**src/rtl/wtm_pkg.sv**
```systemverilog
// Shared types, constants and helper functions of the world transform matrix builder.
// Has no dependencies; every other file in rtl/ uses it.
package wtm_pkg;

    localparam int CORDIC_STEPS_DEF = 24;
    localparam int CORDIC_STEPS_MAX = 32;

    localparam int TRIG_W = 34;
    localparam int Z_W    = 25;
    localparam int PROD_W = 2 * TRIG_W;
    localparam int RND_W  = 70;

    localparam logic signed [TRIG_W-1:0] CORDIC_GAIN_INV = TRIG_W'(652032874);
    localparam logic signed [25:0] FULL_TURN    = 26'sd23592960;
    localparam logic signed [25:0] HALF_TURN    = 26'sd11796480;
    localparam logic signed [25:0] QUARTER_TURN = 26'sd5898240;
    localparam logic signed [31:0] ONE_Q16      = 32'sd65536;
    localparam logic signed [31:0] SAT_MAX      = 32'sh7fffffff;
    localparam logic signed [31:0] SAT_MIN      = 32'sh80000000;

    // Integer-degree reduction: bias to non-negative, reciprocal of 360
    localparam logic [16:0] DEG_BIAS  = 17'd33120;
    localparam logic [15:0] DEG_RECIP = 16'd46603;
    localparam logic [9:0]  DEG_TURN  = 10'd360;

    localparam logic [1:0] ROW_LAST = 2'd3;

    typedef struct packed {
        logic signed [31:0] scale_x;
        logic signed [31:0] scale_y;
        logic signed [31:0] scale_z;
        logic signed [31:0] angle_x;
        logic signed [31:0] angle_y;
        logic signed [31:0] angle_z;
        logic signed [31:0] shift_x;
        logic signed [31:0] shift_y;
        logic signed [31:0] shift_z;
    } obj_t;

    typedef struct packed {
        logic [1:0]         row_index;
        logic signed [31:0] elem_col0;
        logic signed [31:0] elem_col1;
        logic signed [31:0] elem_col2;
        logic signed [31:0] elem_col3;
        logic               last_row;
    } mtx_row_t;

    // Scale and translation riding along with the angles
    typedef struct packed {
        logic signed [2:0][31:0] scale;
        logic signed [2:0][31:0] shift;
    } side_t;

    typedef struct packed {
        logic signed [TRIG_W-1:0] x;
        logic signed [TRIG_W-1:0] y;
        logic signed [Z_W-1:0]    z;
        logic                     neg;
    } cordic_lane_t;

    typedef struct packed {
        logic en;
        logic vld;
    } pipe_ctl_t;

    function automatic logic signed [Z_W-1:0] atan_deg(input int unsigned i);
        logic signed [Z_W-1:0] a;
        case (i)
            0:       a = Z_W'(2949120);
            1:       a = Z_W'(1740967);
            2:       a = Z_W'(919879);
            3:       a = Z_W'(466945);
            4:       a = Z_W'(234379);
            5:       a = Z_W'(117304);
            6:       a = Z_W'(58666);
            7:       a = Z_W'(29335);
            8:       a = Z_W'(14668);
            9:       a = Z_W'(7334);
            10:      a = Z_W'(3667);
            11:      a = Z_W'(1833);
            12:      a = Z_W'(917);
            13:      a = Z_W'(458);
            14:      a = Z_W'(229);
            15:      a = Z_W'(115);
            16:      a = Z_W'(57);
            17:      a = Z_W'(29);
            18:      a = Z_W'(14);
            19:      a = Z_W'(7);
            20:      a = Z_W'(4);
            21:      a = Z_W'(2);
            22:      a = Z_W'(1);
            default: a = '0;
        endcase
        return a;
    endfunction

    // Round Q2.30-scaled value: add half, floor shift by 30
    function automatic logic signed [RND_W-1:0] round30(input logic signed [RND_W-1:0] v);
        logic signed [RND_W-1:0] half;
        half = RND_W'(64'sd536870912);
        return (v + half) >>> 30;
    endfunction

endpackage

```
**src/rtl/wtm_angle_reduce.sv**
```systemverilog
// Two-stage reduction of three Q16.16 degree angles to [-90, 90] plus a negate flag.
// Depends on wtm_pkg.
module wtm_angle_reduce (
    input  logic                               clk,
    input  logic                               rst_n,
    input  wtm_pkg::pipe_ctl_t                 ctl,
    input  logic signed [2:0][31:0]            angle,
    input  wtm_pkg::side_t                     side,
    output logic                               vld_out,
    output logic signed [2:0][wtm_pkg::Z_W-1:0] z_out,
    output logic [2:0]                         neg_out,
    output wtm_pkg::side_t                     side_out
);

    logic              a_vld_reg;
    logic [2:0][16:0]  a_u_reg;
    logic [2:0][8:0]   a_q_reg;
    logic [2:0][15:0]  a_frac_reg;
    wtm_pkg::side_t    a_side_reg;

    logic [2:0][16:0]  a_u_next;
    logic [2:0][8:0]   a_q_next;

    logic              b_vld_reg;
    logic signed [2:0][wtm_pkg::Z_W-1:0] b_z_reg, b_z_next;
    logic [2:0]        b_neg_reg, b_neg_next;
    wtm_pkg::side_t    b_side_reg;

    always_comb
    begin
        logic signed [17:0] us;
        logic [32:0]        prod;
        for (int l = 0; l < 3; l++)
        begin
            us = 18'(signed'(angle[l][31:16])) + signed'({1'b0, wtm_pkg::DEG_BIAS});
            a_u_next[l] = us[16:0];
            prod = 33'(a_u_next[l]) * 33'(wtm_pkg::DEG_RECIP);
            a_q_next[l] = prod[32:24];
        end
    end

    always_comb
    begin
        logic [17:0]        qm;
        logic [17:0]        r;
        logic [9:0]         rd;
        logic signed [25:0] z;
        for (int l = 0; l < 3; l++)
        begin
            qm = 18'(a_q_reg[l]) * 18'(wtm_pkg::DEG_TURN);
            r  = 18'(a_u_reg[l]) - qm;
            rd = r[9:0];
            if (rd >= wtm_pkg::DEG_TURN)
            begin
                rd = rd - wtm_pkg::DEG_TURN;
            end
            z = signed'({1'b0, rd[8:0], a_frac_reg[l]});
            if (z > wtm_pkg::HALF_TURN)
            begin
                z = z - wtm_pkg::FULL_TURN;
            end
            b_neg_next[l] = 1'b0;
            if (z > wtm_pkg::QUARTER_TURN)
            begin
                z = z - wtm_pkg::HALF_TURN;
                b_neg_next[l] = 1'b1;
            end
            else if (z < -wtm_pkg::QUARTER_TURN)
            begin
                z = z + wtm_pkg::HALF_TURN;
                b_neg_next[l] = 1'b1;
            end
            b_z_next[l] = z[wtm_pkg::Z_W-1:0];
        end
    end

    always_ff @(posedge clk or negedge rst_n)
    begin
        if (!rst_n)
        begin
            a_vld_reg <= 1'b0;
            b_vld_reg <= 1'b0;
        end
        else if (ctl.en)
        begin
            a_vld_reg <= ctl.vld;
            b_vld_reg <= a_vld_reg;
        end
    end

    always_ff @(posedge clk)
    begin
        if (ctl.en)
        begin
            a_u_reg    <= a_u_next;
            a_q_reg    <= a_q_next;
            for (int l = 0; l < 3; l++)
            begin
                a_frac_reg[l] <= angle[l][15:0];
            end
            a_side_reg <= side;
            b_z_reg    <= b_z_next;
            b_neg_reg  <= b_neg_next;
            b_side_reg <= a_side_reg;
        end
    end

    assign vld_out  = b_vld_reg;
    assign z_out    = b_z_reg;
    assign neg_out  = b_neg_reg;
    assign side_out = b_side_reg;

endmodule

```
**config.mk**
```make
export PLATFORM = sky130hd
export DESIGN_NAME = wtm_angle_reduce
export DESIGN_NICKNAME = d
export VERILOG_FILES = /design/src/rtl/wtm_pkg.sv /design/src/rtl/wtm_angle_reduce.sv
export SDC_FILE = /design/constraint.sdc
export NUM_CORES = 1
export LEC_CHECK = 0
export BUFFER_PORTS_ARGS = -buffer_cell sky130_fd_sc_hd__buf_2
export CAP_MARGIN = 20
export CORE_AREA = 2 2 241 243
export DETAILED_ROUTE_END_ITERATION = 7
export DIE_AREA = 0 0 243 245
export HOLD_SLACK_MARGIN = 0.05
export MAX_ROUTING_LAYER = met4
export PLACE_DENSITY = 0.91
export SLEW_MARGIN = 20
export SYNTH_ARGS = -nofsm -noshare
export SYNTH_HDL_FRONTEND = slang
export SYNTH_SLANG_ARGS = --single-unit
```
**constraint.sdc**
```tcl
create_clock -name clk -period 7.8 [get_ports clk]
set_input_delay 2.34 -clock clk [delete_from_list [all_inputs] [get_ports clk]]
set_output_delay 2.34 -clock clk [all_outputs]
set_load 0.01 [all_outputs]
```
## Word level (Yosys, flattened, before mapping)

Cells that the tools add are included.

- Flip-flop bits (word level): 569
- Input bits: 292
- Output and inout port bits: 271
- Word-level logic and storage cells: 80

- Add/sub/neg operators: 18
- Multipliers: 6
- Order comparisons: 12
- Multiplexer cells: 15

Operators with widths:

| kind | number |
|---|---|
| $mux 25 | 6 |
| $mul 17x16->33 const B | 3 |
| $gt 26x24->1 const B | 3 |
| $lt 26x24->1 const B | 3 |
| $mux 26 | 3 |
| $sub 25x25->26 const B | 3 |
| $add 25x25->25 const B | 3 |
| $gt 25x24->1 const B | 3 |
| $sub 25x25->25 const B | 3 |
| $add 16x17->17 const B | 3 |
| $ge 10x9->1 const B | 3 |
| $sub 10x10->10 | 3 |
| $mul 9x6->7 const B | 3 |
| $mux 9 | 3 |
| $sub 9x9->9 const B | 3 |
| $mux 1 | 3 |

## Depth between registers and ports, before layout

- Depth after elaboration: 9
- Depth in mapped cells: 33
- Mapped depth without buffers: 32

## Worst setup path after synthesis

OpenSTA, ideal clock, no wires.

- Path kind: in2reg
- Start point: input angle[85] in the netlist's numbering
- End point: register a_q_reg[24] in the netlist's numbering (data pin)
- Library setup time: 0.260 ns
- Arrival time: 7.935 ns
- Slack: -0.395 ns
- Stages on the path: 22
- Path buffers: 0
- Cells stage by stage: inv_1 > ha_1 > xnor2_1 > ha_1 > fa_1 > inv_1 > fa_1 > fa_1 > inv_1 > fa_1 > fa_1 > ha_1 > a21o_1 > a21o_1 > a21oi_1 > nor2_1 > a2111oi_0 > a311oi_1 > a221oi_1 > inv_1 > a21oi_1 > xnor2_1

RTL lines:

| element | RTL line | RTL |
|---|---|---|
| start, declared | wtm_angle_reduce.sv:7 | `input logic signed [2:0][31:0] angle,` |
| end signal, assigned | wtm_angle_reduce.sv:96 | `a_q_reg <= a_q_next;` |
| end, declared | wtm_angle_reduce.sv:17 | `logic [2:0][8:0] a_q_reg;` |

==> results <==
- Cells with a size suffix above 1 make up 29.2% of the layout.
- Setup violations remaining at the end of the flow were counted as 0.
- The most used flip-flop cell after synthesis is edfxtp_1.
- The detailed router finished its first iteration with 1351 violations.
- The worst path needs 7.61 ns of the cycle, external delays included.
- The worst hold path passes through 0 cells.
- Detailed routing inserted a total of 20.7k vias.
- Clock-pin slew was measured on the worst setup and hold paths at 0.06 ns.
- In this run the deepest clock path goes through 3 buffers.
- In this run the mean area of a mapped cell was 14.7 um2.
- Excluding fillers, the count of instances in the completed layout stands at 3727.
- The share of the clock period used by the worst path after layout is 97.6%.
- Dividing the detail-routed wire length by the instance count gives 21.8 um.
- The final max-slew violation count is 0.
- Global routing used 27.6% of the available tracks across all layers.
- The fraction of synthesis flops using an asynchronous set or reset pin is 0.355%.
- The number of buffers inserted by hold repair at cts is 0.
- The worst hold path belongs to the class flop to flop.
- Synthesis produced a netlist with a net count of 3087.
- For the worst-skew pair, the clock arrives at the later sink with an insertion delay of 0.60 ns.
- The count of warnings emitted by yosys is 0.
- The clock sink total is 563.
- The kind of launch point of the worst setup path is an input pin.
- After global routing the overflow that remains totals 0.
- During placement, the flow inserted port buffers numbering 562.
- The die covers 0.0595 mm2.
- Counting flops with a built-in enable in the synthesized netlist gives 561.
- The initial utilization of the core area, before any placement, comes to 56.3%.
- The synthesized design contains 563 register bits.
- Data arrives at the worst endpoint at 7.97 ns.
- The maximum number of pins on one net before global-route repair is 180.
- The routability-driven placement congestion ratio is 0.976.
- The clock skew after layout is 0.0456 ns.
- The transition at the pin with the smallest max-transition slack is 0.956 ns.
- The H-tree depth is 2.
- The required time of the critical path is 8.15 ns.
- By area the synthesized netlist is led by edfxtp_1 52%, fa_1 15%, ha_1 15%.
- The number of global-route vias before repair came to 21.4k.
- The relative max-transition margin is 36.3%.
- The number of antenna violations at the first check in global routing was 11.
- The proportion of netlist area held by the largest area contributor is 52.4%.
- In this run the standard cell core region covers 0.0570 mm2.
- The number of max-capacitance violations reported is 0.
- The worst setup path is captured at a flop.
- The y dimension of the die is 245 um.
- The number of fillers in the final layout is 3716.
- The largest area contributor in the synthesized netlist is edfxtp_1.
- In this run the count of I/O pins placed on the die edge is 563.
- The synthesized netlist contains 82 unique library cells.
- The type of the worst setup path is input pin to flop.
- From left edge to right edge, the die measures 243 um.
- The number of standard-cell rows in the floorplan is 88.
- The maximum net fanout on the critical path is 3.
- The TritonCTS buffer count is 52.
- Dividing the detail-routed via count by the number of cells gives 5.55.
- The first-pass GRT wire length is 122000 um.
- Compared with the post-synthesis result, the final layout area differs by 21.9%.
- The multi-input gate area in the final layout is 0.0143 mm2.
- The gate count after technology mapping is 2183.
- The final count of hold timing violations was 0.
- Wires add up to 81400 um.
- The share of the yosys chip area belonging to registers is 52.6%.
- The combined flip-flop and latch cell area is 0.0169 mm2.
- The TritonCTS clock tree is done.
- The detailed-placement wirelength estimate is 64400 um.
- The count of nets left with antenna violations after detail routing is 0.
- The number of nets in the layout is 3814.
- The post-synthesis instance area is 0.0321 mm2.
- The run finished with clean final reports.
- The first TritonRoute pass finished after 5 iterations.
- The cell at the root of the clock tree is clkbuf_16.
- The path depth of the worst reg2reg path is 30.
- The instance count after placement with tap cells included is 3617.
- The timing-limited maximum frequency is 131 MHz.
- The remaining routing DRC violations is 0.
final cells by class:
type                       instances  share of cell area, %
sequential                       563                   43.1
multi-input combinational       1259                   36.6
timing repair buffer             679                   9.58
clock buffer                      61                   3.46
inverter                         355                   3.42
tap                              765                   2.44
clock inverter                    37                   1.29
antenna                            8                 0.0511
per-stage QoR:
step           cell area (um2)  hold WS (ns)  utilization (%)  worst slack, ns  TNS, ns
3_3_place_gp             37100         0.400             65.1           -0.335    -2.14
5_1_grt                  39200         0.408             68.7          -0.0569  -0.0760
2_1_floorplan            32500         0.400                -          -0.0144  -0.0144
4_1_cts                  39000         0.396             68.3           0.0339        0
6_report                 39200         0.402             68.7            0.186        0
3_5_place_dp             37100         0.405             65.1           -0.440    -4.28
worst max-delay path: stages:
cell	delay (ns)
buf_2	0.12
clkinvlp_4	0.10
ha_4	0.18
inv_1	0.08
a21oi_2	0.08
nand3b_1	0.32
nor2_2	0.21
xor2_2	0.12
ha_1	0.32
inv_1	0.07
fa_1	0.48
inv_1	0.05
fa_1	0.52
fa_1	0.50
ha_1	0.31
ha_1	0.30
ha_1	0.32
nand4_1	0.16
nor3_2	0.08
nand3_1	0.08
nand2_1	0.05
a41oi_1	0.26
a311oi_2	0.14
buf_4	0.18
a221oi_4	0.30
inv_1	0.09
a21oi_2	0.14
xnor2_1	0.07
routing by layer:
| metal | GRT usage (%) | vias up | routed length (um) |
|---|---|---|---|
| met5 | - | - | 0 |
| met4 | 10.2 | 0 | 3230 |
| met3 | 4.02 | 215 | 5380 |
| met2 | 47.9 | 942 | 42400 |
| met1 | 33.0 | 10328 | 30400 |
| li1 | - | 9204 | - |
cell usage after synthesis (all sizes together) (4+ instances only):
cell type,instances
a2111oi,6
nor3b,4
o31ai,5
a21oi,56
a31oi,13
a21o,39
mux2i,20
fa,237
a211oi,11
nand2b,13
nand2,51
nor4,13
a211o,4
xnor2,93
o22ai,11
inv,355
a311oi,4
nor3,19
o21bai,5
or2,8
nor2b,10
xor2,24
edfxtp,561
ha,375
nand3,24
nand4,15
a22oi,4
buf,4
and3,8
a221oi,4
a31o,5
o21ai,41
mux2,13
nor2,63
o21a,17
repair_timing:
| action | 4_1_cts | 5_1_grt |
|---|---|---|
| resized for setup | 1 | 27 |
| setup buffers | 0 | 4 |
| pin swaps | 0 | 5 |
| setup endpoints to repair | 3 | 18 |
final timing paths:
path	to	start	slack (ns)
setup / recovery	a_q_reg[24]	angle[85]	0.19
setup reg to reg	z_out[72]	a_q_reg[22]	0.42
min in group asynchronous	vld_out	rst_n	1.53
max in group asynchronous	a_vld_reg	rst_n	6.17
hold reg to reg	side_out[37]	a_side_reg[37]	0.40
hold / removal	side_out[37]	a_side_reg[37]	0.40
cells in the final DEF, fill, tap and decap left out, types with 6 or more instances in the layout:
cell	n
a211oi_1	9
a21o_1	39
a21oi_1	51
a31oi_1	9
and3_1	8
buf_2	561
buf_4	113
bufinv_16	10
clkbuf_1	8
clkbuf_16	53
clkinv_2	10
diode_2	8
edfxtp_1	561
fa_1	237
ha_1	361
ha_4	12
inv_1	349
mux2_2	12
mux2i_1	18
nand2_1	51
nand2b_1	13
nand3_1	24
nand4_1	15
nor2_1	60
nor2b_1	9
nor3_1	15
nor4_1	13
o21a_1	16
o21ai_0	31
o21ai_1	7
o22ai_1	10
or2_2	6
xnor2_1	80
xnor2_2	7
xnor2_4	6
xor2_1	21
logic make-up after synthesis:
group / count (synthesis) / synth area share (%)
XOR/XNOR: 120 / 3.45
AO/OA/AOI/OAI: 252 / 5.52
multiplexers: 33 / 1.10
buffers and inverters: 361 / 4.25
flip-flops: 563 / 52.6
adder cells (fa/ha/maj): 612 / 29.4
AND/OR/NAND/NOR: 242 / 3.72
Power is left out: the tool's default activity adds up to more than one toggle a clock period on the data nets, which glitch-free logic cannot reach.
