File: src/rtl/wtm_pkg.sv
// Shared types, constants and helper functions of the world transform matrix builder.
// Has no dependencies; every other file in rtl/ uses it.
package wtm_pkg;

    localparam int CORDIC_STEPS_DEF = 24;
    localparam int CORDIC_STEPS_MAX = 32;

    localparam int TRIG_W = 34;
    localparam int Z_W    = 25;
    localparam int PROD_W = 2 * TRIG_W;
    localparam int RND_W  = 70;

    localparam logic signed [TRIG_W-1:0] CORDIC_GAIN_INV = TRIG_W'(652032874);
    localparam logic signed [25:0] FULL_TURN    = 26'sd23592960;
    localparam logic signed [25:0] HALF_TURN    = 26'sd11796480;
    localparam logic signed [25:0] QUARTER_TURN = 26'sd5898240;
    localparam logic signed [31:0] ONE_Q16      = 32'sd65536;
    localparam logic signed [31:0] SAT_MAX      = 32'sh7fffffff;
    localparam logic signed [31:0] SAT_MIN      = 32'sh80000000;

    // Integer-degree reduction: bias to non-negative, reciprocal of 360
    localparam logic [16:0] DEG_BIAS  = 17'd33120;
    localparam logic [15:0] DEG_RECIP = 16'd46603;
    localparam logic [9:0]  DEG_TURN  = 10'd360;

    localparam logic [1:0] ROW_LAST = 2'd3;

    typedef struct packed {
        logic signed [31:0] scale_x;
        logic signed [31:0] scale_y;
        logic signed [31:0] scale_z;
        logic signed [31:0] angle_x;
        logic signed [31:0] angle_y;
        logic signed [31:0] angle_z;
        logic signed [31:0] shift_x;
        logic signed [31:0] shift_y;
        logic signed [31:0] shift_z;
    } obj_t;

    typedef struct packed {
        logic [1:0]         row_index;
        logic signed [31:0] elem_col0;
        logic signed [31:0] elem_col1;
        logic signed [31:0] elem_col2;
        logic signed [31:0] elem_col3;
        logic               last_row;
    } mtx_row_t;

    // Scale and translation riding along with the angles
    typedef struct packed {
        logic signed [2:0][31:0] scale;
        logic signed [2:0][31:0] shift;
    } side_t;

    typedef struct packed {
        logic signed [TRIG_W-1:0] x;
        logic signed [TRIG_W-1:0] y;
        logic signed [Z_W-1:0]    z;
        logic                     neg;
    } cordic_lane_t;

    typedef struct packed {
        logic en;
        logic vld;
    } pipe_ctl_t;

    function automatic logic signed [Z_W-1:0] atan_deg(input int unsigned i);
        logic signed [Z_W-1:0] a;
        case (i)
            0:       a = Z_W'(2949120);
            1:       a = Z_W'(1740967);
            2:       a = Z_W'(919879);
            3:       a = Z_W'(466945);
            4:       a = Z_W'(234379);
            5:       a = Z_W'(117304);
            6:       a = Z_W'(58666);
            7:       a = Z_W'(29335);
            8:       a = Z_W'(14668);
            9:       a = Z_W'(7334);
            10:      a = Z_W'(3667);
            11:      a = Z_W'(1833);
            12:      a = Z_W'(917);
            13:      a = Z_W'(458);
            14:      a = Z_W'(229);
            15:      a = Z_W'(115);
            16:      a = Z_W'(57);
            17:      a = Z_W'(29);
            18:      a = Z_W'(14);
            19:      a = Z_W'(7);
            20:      a = Z_W'(4);
            21:      a = Z_W'(2);
            22:      a = Z_W'(1);
            default: a = '0;
        endcase
        return a;
    endfunction

    // Round Q2.30-scaled value: add half, floor shift by 30
    function automatic logic signed [RND_W-1:0] round30(input logic signed [RND_W-1:0] v);
        logic signed [RND_W-1:0] half;
        half = RND_W'(64'sd536870912);
        return (v + half) >>> 30;
    endfunction

endpackage

File: src/rtl/wtm_row_out.sv
// Final rounding and saturation, one-matrix buffer and four-row output sequencer.
// Depends on wtm_pkg; drives the pipeline advance enable.
module wtm_row_out (
    input  logic                         clk,
    input  logic                         rst_n,
    input  logic                         vld_in,
    input  logic signed [2:0][2:0][65:0] prod,
    input  logic signed [2:0][31:0]      shift,
    output logic                         adv,
    output logic                         mtx_valid,
    input  logic                         mtx_stall,
    output wtm_pkg::mtx_row_t            mtx
);

    localparam int RW = wtm_pkg::RND_W;

    logic                          buf_valid_reg, buf_valid_next;
    logic [1:0]                    row_reg, row_next;
    logic signed [2:0][2:0][31:0]  elem_reg, elem_next;
    logic signed [2:0][31:0]       shift_reg;
    logic                          xfer;
    logic                          load;

    assign xfer = buf_valid_reg && !mtx_stall;
    assign adv  = !buf_valid_reg || (xfer && row_reg == wtm_pkg::ROW_LAST);
    assign load = adv && vld_in;

    always_comb
    begin
        logic signed [RW-1:0] r;
        for (int k = 0; k < 3; k++)
        begin
            for (int j = 0; j < 3; j++)
            begin
                r = wtm_pkg::round30(RW'(signed'(prod[k][j])));
                if (r > RW'(wtm_pkg::SAT_MAX))
                begin
                    elem_next[k][j] = wtm_pkg::SAT_MAX;
                end
                else if (r < RW'(wtm_pkg::SAT_MIN))
                begin
                    elem_next[k][j] = wtm_pkg::SAT_MIN;
                end
                else
                begin
                    elem_next[k][j] = r[31:0];
                end
            end
        end
    end

    always_comb
    begin
        buf_valid_next = buf_valid_reg;
        row_next       = row_reg;
        if (adv)
        begin
            buf_valid_next = vld_in;
            row_next       = '0;
        end
        else if (xfer)
        begin
            row_next = row_reg + 2'd1;
        end
    end

    always_ff @(posedge clk or negedge rst_n)
    begin
        if (!rst_n)
        begin
            buf_valid_reg <= 1'b0;
            row_reg       <= '0;
        end
        else
        begin
            buf_valid_reg <= buf_valid_next;
            row_reg       <= row_next;
        end
    end

    always_ff @(posedge clk)
    begin
        if (load)
        begin
            elem_reg  <= elem_next;
            shift_reg <= shift;
        end
    end

    always_comb
    begin
        mtx.row_index = row_reg;
        mtx.last_row  = (row_reg == wtm_pkg::ROW_LAST);
        case (row_reg)
            2'd0:
            begin
                mtx.elem_col0 = elem_reg[0][0];
                mtx.elem_col1 = elem_reg[0][1];
                mtx.elem_col2 = elem_reg[0][2];
                mtx.elem_col3 = shift_reg[0];
            end
            2'd1:
            begin
                mtx.elem_col0 = elem_reg[1][0];
                mtx.elem_col1 = elem_reg[1][1];
                mtx.elem_col2 = elem_reg[1][2];
                mtx.elem_col3 = shift_reg[1];
            end
            2'd2:
            begin
                mtx.elem_col0 = elem_reg[2][0];
                mtx.elem_col1 = elem_reg[2][1];
                mtx.elem_col2 = elem_reg[2][2];
                mtx.elem_col3 = shift_reg[2];
            end
            default:
            begin
                mtx.elem_col0 = '0;
                mtx.elem_col1 = '0;
                mtx.elem_col2 = '0;
                mtx.elem_col3 = wtm_pkg::ONE_Q16;
            end
        endcase
    end

    assign mtx_valid = buf_valid_reg;

    a_idle_row0: assert property (@(posedge clk) disable iff (!rst_n)
        !buf_valid_reg |-> row_reg == 2'd0)
        else $error("row counter nonzero with empty buffer");

    a_row_step: assert property (@(posedge clk) disable iff (!rst_n)
        (xfer && row_reg != wtm_pkg::ROW_LAST) |=>
            (buf_valid_reg && row_reg == $past(row_reg) + 2'd1))
        else $error("row sequence broken");

    a_row_hold: assert property (@(posedge clk) disable iff (!rst_n)
        (buf_valid_reg && mtx_stall) |=> (buf_valid_reg && $stable(row_reg)))
        else $error("row changed under stall");

endmodule

File: config.mk
export PLATFORM = sky130hd
export DESIGN_NAME = wtm_row_out
export DESIGN_NICKNAME = d
export VERILOG_FILES = /design/src/rtl/wtm_pkg.sv /design/src/rtl/wtm_row_out.sv
export SDC_FILE = /design/constraint.sdc
export NUM_CORES = 1
export LEC_CHECK = 0
export BUFFER_PORTS_ARGS = -buffer_cell sky130_fd_sc_hd__buf_2
export CORE_AREA = 2 2 321 323
export CTS_CLUSTER_SIZE = 10
export DETAILED_ROUTE_END_ITERATION = 8
export DIE_AREA = 0 0 323 325
export SYNTH_ARGS = -nofsm -noshare
export SYNTH_HDL_FRONTEND = slang
export SYNTH_SLANG_ARGS = --single-unit
File: constraint.sdc
create_clock -name clk -period 9.77 [get_ports clk]
set_input_delay 1.4655 -clock clk [delete_from_list [all_inputs] [get_ports clk]]
set_output_delay 1.4655 -clock clk [all_outputs]
set_load 0.1 [all_outputs]
# Word-level counts from Yosys, hierarchy flattened
# Cells that the tools add are included.
word_totals:
  output_inout_bits: 133
  ram_bits: 0
  elab_cells: 65
  latch_bits: 0
  mem_count: 0
  inputBits: 694
  regBits: 387
  rom_bits: 0
classes:
  magnitude_cmp: 18
  mux: 12
  n_reduce_logical: 8
  div_mod_pow: 0
  n_shift: 0
  mul: 0
  add_sub_neg: 10
  n_eq_ne: 3
  n_bitwise: 0
ops:
  columns: ["operator", "count"]
  rows:
  - ["66-bit by 31-bit adder with 67-bit output, second input constant", 9]
  - ["128-bit one-hot mux with 3 select lines", 1]
  - ["37-bit by 32-bit > comparator with 1-bit output, second input constant", 9]
  - ["37-bit by 32-bit less-than comparator with 1-bit output, second input constant", 9]
  - ["32-bit two-way mux", 9]
  - ["2-bit == test, second input constant", 2]
  - ["2-bit two-way mux", 2]
  - ["1-bit logical AND", 3]
  - ["2-bit by 1-bit adder with 2-bit output, second input constant", 1]
  - ["2-bit by 1-bit == test with 1-bit output, second input constant", 1]
  - ["1-bit logical NOT", 2]
  - ["2-bit logical NOT", 1]
  - ["2-bit nonzero test", 1]
  - ["1-bit logical OR", 1]

# Longest topological paths before layout
logic_depth:
  ltp_word: 5
  depth_mapped: 10
  depth_no_buf: 8

# Least setup slack after synthesis
# No wires, ideal clock.
synth_timing:
  path_kind: "register to register"
  from: "reg row_reg[0]"
  to: "reg elem_reg[0] in the netlist's numbering, enable pin"
  arrival_ps: 13163
  stages_incl_launch_ff: 5
  t_required_ps: 8982
  synth_period_minus_slack_ps: 13951
  path_buffers: 0
  setup_slack_ps: -4181
  setup_time_ps: 788
  cell_sequence: "dfrtp_1 ha_1 inv_1 o21ai_0 and2_1"
synth_lines:
  columns: ["item", "line_no", "source"]
  rows:
  - ["start, declared", "wtm_row_out.sv:18", "logic [1:0] row_reg, row_next;"]
  - ["start signal, assigned", "wtm_row_out.sv:77", "row_reg <= row_next;"]
  - ["end signal, assigned", "wtm_row_out.sv:85", "elem_reg <= elem_next;"]
  - ["end, declared", "wtm_row_out.sv:19", "logic signed [2:0][2:0][31:0] elem_reg, elem_next;"]

==> metrics.log <==
[metrics] cell type with the largest total area after synthesis: sky130_fd_sc_hd__edfxtp_1
[metrics] global-route wire length before repair: 127000 um
[metrics] Hold Crit Start: mtx_valid
[metrics] largest net degree at the start of global routing: 176
[metrics] non-filler cells in the finished layout: roughly 4000
[metrics] Largest register FFs: 288
[metrics] Clk Latency, worst-skew pair: between 0.6 and 0.7 ns
[metrics] cell at the root of the clock tree: sky130_fd_sc_hd__clkbuf_16
[metrics] routability congestion estimate from global placement: about 0.9
[metrics] Post-Syn Area per Cell: roughly 11 um2
[metrics] Total GRT Usage: around 16%
[metrics] Yosys top cell area share: a little over half
[metrics] clock transition at the registers of the reported paths: about 0.050 ns
[metrics] total of cells resized after clock tree synthesis: 0
[metrics] sum of routed wire segments on met1: 38200 um
[metrics] initial DRC count: ~2400
[metrics] launch point of the worst path: row_reg[0]
[metrics] remaining antenna violation count: 0
[metrics] total area of multi-input combinational cells: about 0.0097 mm2
[metrics] count of input and output buffers: roughly 570
[metrics] Clock Tree Buf Depth: 3
[metrics] endpoint kind of the worst setup timing path: primary output
[metrics] Crit Path Class: register to primary output
[metrics] transition time at the pin with the least slew margin: 1.30 ns
[metrics] CP required: ~8.3 ns
[metrics] site row count: 117
[metrics] postcts setup bufs: 0
[metrics] placed instance area: 0.0262 mm2
[metrics] fmax: slightly below 0.2 GHz
[metrics] leakage power: around 0.0095 uW
[metrics] CP Cell Sequence: inv_1 > ha_4 > buf_4 > a222oi_1 > nor2_1 > buf_2
[metrics] post-synthesis cell area: between 0.02 and 0.025 mm2
[metrics] total length of routed met3 wires: 10300 um
[metrics] total power divided by cell area: between 300 and 400 mW/mm2
[metrics] number of detailed-route iterations in the first pass: 9
[metrics] outcome: finished clean
[metrics] register bit count reported by yosys: slightly below 400
[metrics] I/O pins: 827
[metrics] async set or reset register ratio after synthesis: less than 1%
[metrics] Primary FF master, synth: sky130_fd_sc_hd__edfxtp_1
[metrics] Max Cap Viol: 0
[metrics] CTS buffer count: 49
[metrics] number of buffer and inverter stages on the critical path: 3
[metrics] detailed-route DRC error count: 0
[metrics] setup tns final: 0 ns
[metrics] number of failing setup endpoints in the final timing report: 0
[metrics] post-detail-place hpwl: around 69000 um
[metrics] height of the chip: 325 um
[metrics] final critical-path share of the clock period: 51.8%
[metrics] commonest non-fill, non-tap cell in the layout: sky130_fd_sc_hd__buf_2
[metrics] number of instances in the synthesized netlist: 2061
[metrics] die width: approximately 320 um
[metrics] clock tree from TritonCTS: built
[metrics] cell with the biggest individual delay on the critical path: sky130_fd_sc_hd__a222oi_1
[metrics] total count of hold-check failures in the final report: 0
[metrics] number of enable-type register cells in the synthesized netlist: 384
[metrics] gr ovfl total: 0
[metrics] total met2 wirelength after detailed routing: roughly 40000 um
[metrics] Min-Delay Path Class: register to register
[metrics] fill cell count: around 11000
[metrics] top library cells by usage in the layout, fill and taps aside: sky130_fd_sc_hd__buf_2, sky130_fd_sc_hd__edfxtp_1, sky130_fd_sc_hd__o21ai_0
[metrics] via density per instance: around 4.9
[metrics] top fanout value on the critical path: between 60 and 70
[metrics] Area growth syn-to-layout: 27.4%
[metrics] Slew Limit Fails: 0
[metrics] sequential cell area fraction in the yosys report: 53.2%
[metrics] Layout Skew: 0.0187 ns
[metrics] Slew Limit Headroom: a little over an eighth
[metrics] highest layer used for signal routing: met5
[metrics] number of antenna violations at the first check in global routing: 44
[metrics] Area contributors post-synth: sky130_fd_sc_hd__edfxtp_1, sky130_fd_sc_hd__xor2_1, sky130_fd_sc_hd__a222oi_1
[metrics] critical register-to-register path startpoint: row_reg[0]
[metrics] routed length per instance: approximately 23 um
[metrics] vias in the first global route: ~19000
[metrics] overall power after layout: 8650 uW
[metrics] worst hold slack: about 0.54 ns
[metrics] placed instance count: about 4000
[metrics] setup repair after global routing missed its margin: false
[metrics] area of the core: slightly above 0.1 mm2
[metrics] Yosys warnings: 0
[metrics] final critical path time including I/O delays and setup: 5.06 ns
[metrics] post-layout instance area: about 0.028 mm2
[metrics] # H-tree levels: 2
[metrics] total number of vias: slightly below 20000
[metrics] starting density of the core: between 20% and 30%
[metrics] worst IR drop on VDD: about 0.00035 V
[metrics] number of nets in the finished design: 3294
[metrics] total length of routed wires: about 90000 um
[metrics] kind of start point of the critical path: register
[metrics] Post-CTS Hold Buffers: 0
[metrics] clock net sink count: around 390
[metrics] Largest stage delay, worst path: 1.17 ns
[metrics] flip-flop and latch area: roughly 0.012 mm2
[metrics] share of cells above drive strength 1: a little over a quarter
[metrics] data arrival time of the worst path: 3.60 ns
[metrics] dominant delay contributor by cell family on the critical path: compound AO/OA/AOI/OAI gates
[metrics] Post-Synthesis Net Count: about 2800
[metrics] area enclosed by the die boundary: between 0.1 and 0.15 mm2
[metrics] Cell variety after synth: 64
-- cell usage after synthesis, types with 13 or more instances --
master and instances:
sky130_fd_sc_hd__clkbuf_1 103, sky130_fd_sc_hd__o21ai_1 27, sky130_fd_sc_hd__xnor2_1 106, sky130_fd_sc_hd__nand3_1 133, sky130_fd_sc_hd__a21oi_1 23, sky130_fd_sc_hd__edfxtp_1 384, sky130_fd_sc_hd__and2_1 15, sky130_fd_sc_hd__and4_1 23
sky130_fd_sc_hd__nor3_1 31, sky130_fd_sc_hd__a222oi_1 127, sky130_fd_sc_hd__nor2_1 225, sky130_fd_sc_hd__ha_1 13, sky130_fd_sc_hd__and3_1 50, sky130_fd_sc_hd__nor4_1 16, sky130_fd_sc_hd__nand4_1 84, sky130_fd_sc_hd__nand2_1 115
sky130_fd_sc_hd__xor2_1 172, sky130_fd_sc_hd__o21ai_0 249, sky130_fd_sc_hd__inv_1 37
-- path summary, 6_finish.rpt --
path | cells after the start | slack (ns) | to
min in group asynchronous | 1 | 0.65 | row_reg[0]
min reg2reg | 1 | 0.54 | row_reg[1]
max reg2reg | 6 | 5.80 | shift_reg[1]
max in group asynchronous | 1 | 9.01 | row_reg[1]
min | 1 | 0.54 | row_reg[1]
max | 6 | 4.71 | mtx[112]
-- cell families (layout without fill, tap and decap cells) --
kind of cell	count (synthesis)	count (layout)	synth area share, %
buffers and inverters	158	716	2.86
multiplexers	5	5	0.247
adder cells (fa/ha/maj)	13	13	0.746
XOR/XNOR	278	278	11.2
AO/OA/AOI/OAI	473	473	14.5
other	0	25	0
flip-flops	387	387	53.2
AND/OR/NAND/NOR	747	747	17.3
-- power by group --
part	internal, uW	switching [uW]
sequential	2050	63.3
clock	1070	727
combinational	697	4050
-- layout make-up --
class | count | area share, %
Multi-Input combinational cell | 1516 | 34.8
Clock buffer | 68 | 4.78
Tap cell | 1368 | 6.16
Clock inverter | 15 | 0.729
Sequential cell | 387 | 41.8
Antenna cell | 25 | 0.225
Inverter | 37 | 0.500
Timing Repair Buffer | 596 | 11.1
-- per-stage QoR --
| stage | utilization (%) | worst slack (ns) |
|---|---|---|
| after global placement | 25.9 | 4.79 |
| after detailed placement | 25.9 | 4.78 |
| final | 27.4 | 4.71 |
| after floorplan | - | 0.0610 |
| after global routing | 27.4 | 4.56 |
| after CTS | 27.4 | 4.59 |
-- routing by layer --
metal  GRT usage (%)  vias to the layer above
li1                -                     9011
met1            21.9                     9536
met2            25.0                      905
met3            5.78                      120
met4            4.27                       24
met5               0                        -
Note: power is estimated with default switching activity, not from simulation.
